===== config.mk =====
export PLATFORM = sky130hd
export DESIGN_NAME = met_ctrl
export DESIGN_NICKNAME = d
export VERILOG_FILES = /design/src/rtl/met_pkg.sv /design/src/rtl/met_ctrl.sv
export SDC_FILE = /design/constraint.sdc
export NUM_CORES = 1
export LEC_CHECK = 0
export ABC_AREA = 1
export BUFFER_PORTS_ARGS = -buffer_cell sky130_fd_sc_hd__buf_4
export CAP_MARGIN = 20
export CORE_AREA = 2 2 39 41
export DETAILED_ROUTE_END_ITERATION = 6
export DIE_AREA = 0 0 41 43
export PLACE_DENSITY = 0.31
export SLEW_MARGIN = 40
export SYNTH_ARGS = -nofsm -noshare
export SYNTH_HDL_FRONTEND = slang
export SYNTH_SLANG_ARGS = --single-unit

===== constraint.sdc =====
create_clock -name clk -period 2.1 [get_ports clk]
set_input_delay 0.105 -clock clk [delete_from_list [all_inputs] [get_ports clk]]
set_output_delay 0.105 -clock clk [all_outputs]
set_load 0.005 [all_outputs]

===== src/rtl/met_pkg.sv =====
// ----------------------------------------------------------------------------
// met_pkg
// Widths, register codes, control words and saturation helper shared by the
// Mandelbrot escape-time unit.
// ----------------------------------------------------------------------------
`timescale 1ns / 1ps

package met_pkg;

    // Coordinate format: signed Q4.(COORD_WIDTH-4)
    localparam int COORD_WIDTH = 32;
    localparam int COUNT_WIDTH = 16;
    localparam int FRAC_BITS   = COORD_WIDTH - 4;

    // Full-width products and derived widths
    localparam int PROD_WIDTH   = 2 * COORD_WIDTH;
    localparam int MAG_WIDTH    = PROD_WIDTH - FRAC_BITS;
    localparam int SUM_WIDTH    = PROD_WIDTH - FRAC_BITS + 2;
    localparam int THRESH_WIDTH = COORD_WIDTH - 1;
    localparam int CFG_DATA_WIDTH =
        (THRESH_WIDTH > COUNT_WIDTH) ? THRESH_WIDTH : COUNT_WIDTH;
    localparam int CFG_INDEX_WIDTH = 1;

    typedef logic signed [COORD_WIDTH-1:0] coord_t;
    typedef logic signed [PROD_WIDTH-1:0]  prod_t;
    typedef logic signed [SUM_WIDTH-1:0]   sum_t;
    typedef logic [MAG_WIDTH-1:0]          mag_t;
    typedef logic [THRESH_WIDTH-1:0]       thresh_t;
    typedef logic [COUNT_WIDTH-1:0]        count_t;

    // Register indexes
    localparam logic [CFG_INDEX_WIDTH-1:0] REG_ESCAPE_THRESHOLD = 1'b0;
    localparam logic [CFG_INDEX_WIDTH-1:0] REG_ITERATION_LIMIT  = 1'b1;

    // Register reset values: threshold 4.0, limit 255
    localparam thresh_t THRESH_RESET = THRESH_WIDTH'(64'd4 << FRAC_BITS);
    localparam count_t  LIMIT_RESET  = COUNT_WIDTH'(255);

    // Saturation bounds
    localparam coord_t COORD_MAX = {1'b0, {(COORD_WIDTH-1){1'b1}}};
    localparam coord_t COORD_MIN = {1'b1, {(COORD_WIDTH-1){1'b0}}};

    // Controller to datapath commands
    typedef struct packed {
        logic load;    // capture c, z = c, clear count
        logic mul;     // register x*x, y*y, x*y
        logic step;    // z = z^2 + c, count + 1
        logic finish;  // capture count into the result register
    } met_cmd_t;

    // Datapath to controller status
    typedef struct packed {
        logic escape;    // |z|^2 above threshold
        logic at_limit;  // count reached the limit
    } met_sts_t;

    // Clamp a widened sum to the signed coordinate range
    function automatic coord_t sat_coord(input sum_t v);
        coord_t r;
        if (v[SUM_WIDTH-1:COORD_WIDTH-1] == {(SUM_WIDTH-COORD_WIDTH+1){v[SUM_WIDTH-1]}})
        begin
            r = coord_t'(v[COORD_WIDTH-1:0]);
        end
        else if (v[SUM_WIDTH-1])
        begin
            r = COORD_MIN;
        end
        else
        begin
            r = COORD_MAX;
        end
        return r;
    endfunction

endpackage


===== src/rtl/met_ctrl.sv =====
// ----------------------------------------------------------------------------
// met_ctrl
// Sequencer for the escape-time loop: multiply, evaluate, step or finish.
// ----------------------------------------------------------------------------
`timescale 1ns / 1ps

module met_ctrl
    import met_pkg::*;
(
    input  logic     clk,
    input  logic     rst_n,
    input  logic     start,
    input  met_sts_t sts,
    output met_cmd_t cmd,
    output logic     busy,
    output logic     done
);

    localparam logic [1:0] ST_IDLE = 2'd0;
    localparam logic [1:0] ST_MUL  = 2'd1;
    localparam logic [1:0] ST_EVAL = 2'd2;

    logic [1:0] state_reg;
    logic [1:0] state_next;
    logic       done_reg;
    logic       done_next;

    // Next state and command decode
    always_comb
    begin
        state_next = state_reg;
        cmd        = '0;
        case (state_reg)
            ST_IDLE:
            begin
                if (start)
                begin
                    cmd.load   = 1'b1;
                    state_next = ST_MUL;
                end
            end
            ST_MUL:
            begin
                cmd.mul    = 1'b1;
                state_next = ST_EVAL;
            end
            ST_EVAL:
            begin
                if (sts.escape || sts.at_limit)
                begin
                    cmd.finish = 1'b1;
                    state_next = ST_IDLE;
                end
                else
                begin
                    cmd.step   = 1'b1;
                    state_next = ST_MUL;
                end
            end
            default:
            begin
                state_next = ST_IDLE;
            end
        endcase
    end

    assign done_next = cmd.finish;

    // State and done strobe
    always_ff @(posedge clk or negedge rst_n)
    begin
        if (!rst_n)
        begin
            state_reg <= ST_IDLE;
            done_reg  <= 1'b0;
        end
        else
        begin
            state_reg <= state_next;
            done_reg  <= done_next;
        end
    end

    assign busy = (state_reg != ST_IDLE);
    assign done = done_reg;

endmodule


==> summary.md <==
| Metric | Value |
|---|---|
| Status | completed |
| Detail Placement HPWL | 280 um |
| Final setup fails | 0 |
| Reg-to-reg startpoint | state_reg[0]$_DFFE_PN0P_ |
| Most frequent cells in the layout | 10 x buf_4, 4 x nor2_1, 4 x nand2_1 |
| Yosys top cell by area | dfrtp_1 |
| Vias per cell | 3.08 |
| Critical Path Start | state_reg[0]$_DFFE_PN0P_ |
| Worst Hold Depth | 3 |
| Hold crit path type | input port to flop |
| Sequential area share after synthesis | 54.1% |
| WL met1 | 129 um |
| Synthesized flop and latch total | 3 |
| Fill count | 163 |
| Root buffer cell | clkbuf_4 |
| Die ar. | 1760 um^2 |
| Post-CTS Setup Bufs | 0 |
| P_leak | 0.000158 uW |
| Power per cell area | 1160 nW/um^2 |
| Vias in the first global route | 142 |
| Worst Path Required | 2.00 ns |
| Slowest CP cell | dfrtp_1 |
| Routed met3 length | 37 um |
| Cells on worst reg2reg path | 3 |
| All-layer global routing usage | 5.73% |
| Die height | 43 um |
| Clk Latency, worst-skew pair | 0.24 ns |
| N_diodes | 0 |
| Post-route cell area | 263 um^2 |
| Setup TNS | 0 ns |
| Cells after Synth | 18 |
| Worst EP arrival | 1.05 ns |
| Io pins | 11 |
| Core Area | 1380 um^2 |
| Max Used Layer | met3 |
| Crit-path max FO | 5 |
| Synth Net Count | 23 |
| Global-route wire length before repair | 510 um |
| HP Start | start |
| Antenna violations before repair | 0 |
| Clock Path Buffers | 2 |
| WL per Instance | 7.42 um |
| Unique masters post-synth | 8 |
| Final worst path period need | 1.16 ns |
| Critical path, cell by cell | inv_1 > nand2_1 > nor2_1 > buf_4 |
| Final Max Slew Viols | 0 |
| Final ANT Viol Nets | 0 |
| Total grt overflow | 0 |
| Worst path max stage delay | 0.38 ns |
| Die width | 41 um |
| Starting Density | 10.0% |
| Setup Skew | 0.00342 ns |
| Tcrit/Tclk final | 55.2% |
| Clock transition at path regs | 0.04 ns |
| Cell Area, Synth | 139 um^2 |
| Num rows | 14 |
| Peak Freq | 863 MHz |
| Gp weighted congestion | 0.664 |
| Syn avg cell area | 7.72 um^2 |
| Layout cells sized above 1 | 46.9% |
| DRC viols | 0 |
| Commonest non-fill, non-tap cell in the layout | buf_4 |
| Wire length on met2 | 190 um |
| Vias post-DR | 148 |
| Worst reg-to-reg setup slack | 1.33 ns |
| DRT Wirelength | 356 um |
| # clock sinks | 3 |
| Top cells by area, synth | dfrtp_1 54%, nand2_1 11%, nor2_1 11% |
| Top-area cell type share of the netlist area | 54.1% |
| H-Tree Depth | 1 |
| Post-CTS resize count | 0 |
| Largest net degree at the start of global routing | 6 |
| Nets | 38 |
| Initial DRC Count | 2 |
| Relative slew slack | 91.0% |
| CTS Buf Count | 3 |
| CP Launch Type | flop |
| First-pass detailed-route iteration total | 4 |
| WS Path Type | flop to output port |
| Hold worst-path end | state_reg[0]$_DFFE_PN0P_ |
| IO Port Bufs | 10 |
| Area growth from synthesis to layout | 89.2% |
| CTS tree | built |
| RSZ-0062 raised after global routing | false |
| Yosys warning total | 0 |
| RR Endpoint | done$_DFF_PN0_ |
| Max VDD drop | 0.000193 V |
| Max FFs per register | 2 |
| Placed Area | 226 um^2 |
| Max_cap viols | 0 |
| Worst-margin pin slew | 0.134 ns |
| Fin. Hold Viols | 0 |
| Worst setup EP type | output port |
==> cell type report <==
class                           count  area, um^2  area share, %
Sequential cell                     3        75.1           28.6
Multi-Input combinational cell     10        41.3           15.7
Timing Repair Buffer               11        85.1           32.4
Tap cell                           16        20.0           7.62
Clock buffer                        4        26.3           10.0
Inverter                            4        15.0           5.71
==> worst max path at each step <==
stage	end
finish	cmd[0]
floorplan	cmd[0]
CTS	cmd[0]
global placement	cmd[0]
detailed placement	cmd[0]
global route	cmd[0]
==> stage by stage <==
step	total power [uW]	worst slack, ns	hold slack [ns]	instances	utilization [%]
floorplan	147	1.34	-0.191	18	-
global placement	205	1.16	-0.103	43	16.4
detailed placement	205	1.17	-0.104	43	16.4
CTS	317	0.913	0.146	48	19.0
global route	334	0.849	0.142	48	19.0
finish	305	0.941	0.150	48	19.0
==> logic make-up after synthesis <==
group / share of synthesized area [%]
buffers and inverters: 16.2
AND/OR/NAND/NOR: 29.7
flip-flops: 54.1
==> cells in the mapped netlist <==
| library cell | count |
|---|---|
| nor2_1 | 4 |
| dfrtp_1 | 3 |
| inv_1 | 3 |
| inv_2 | 1 |
| nand2_1 | 4 |
| nand3_1 | 1 |
| nor2_2 | 1 |
| buf_4 | 1 |
==> worst max-delay path, delay by kind of cell, from the launching register on <==
kind	cells	cell delay, ns
flip-flops	1	0.38
buffers and inverters	2	0.25
AND/OR/NAND/NOR	2	0.20
==> per-layer routing <==
layer,GRT usage [%],up-vias
li1,-,78
met1,2.91,66
met2,6.56,4
met3,7.85,0
met4,8.00,0
met5,0,-
==> power breakdown <==
| group | switching [uW] | total, uW | internal (uW) |
|---|---|---|---|
| combinational | 50.1 | 111 | 61.3 |
| sequential | 13.1 | 89.8 | 76.7 |
| clock | 32.3 | 104 | 71.3 |
| total | 95.5 | 305 | 209 |
==> what timing repair did <==
action,4_1_cts,5_1_grt
endpoints found under the hold margin,3,0
endpoints found under the setup margin,0,0
hold buffers,1,0
Note: power is estimated with default switching activity, not from simulation.
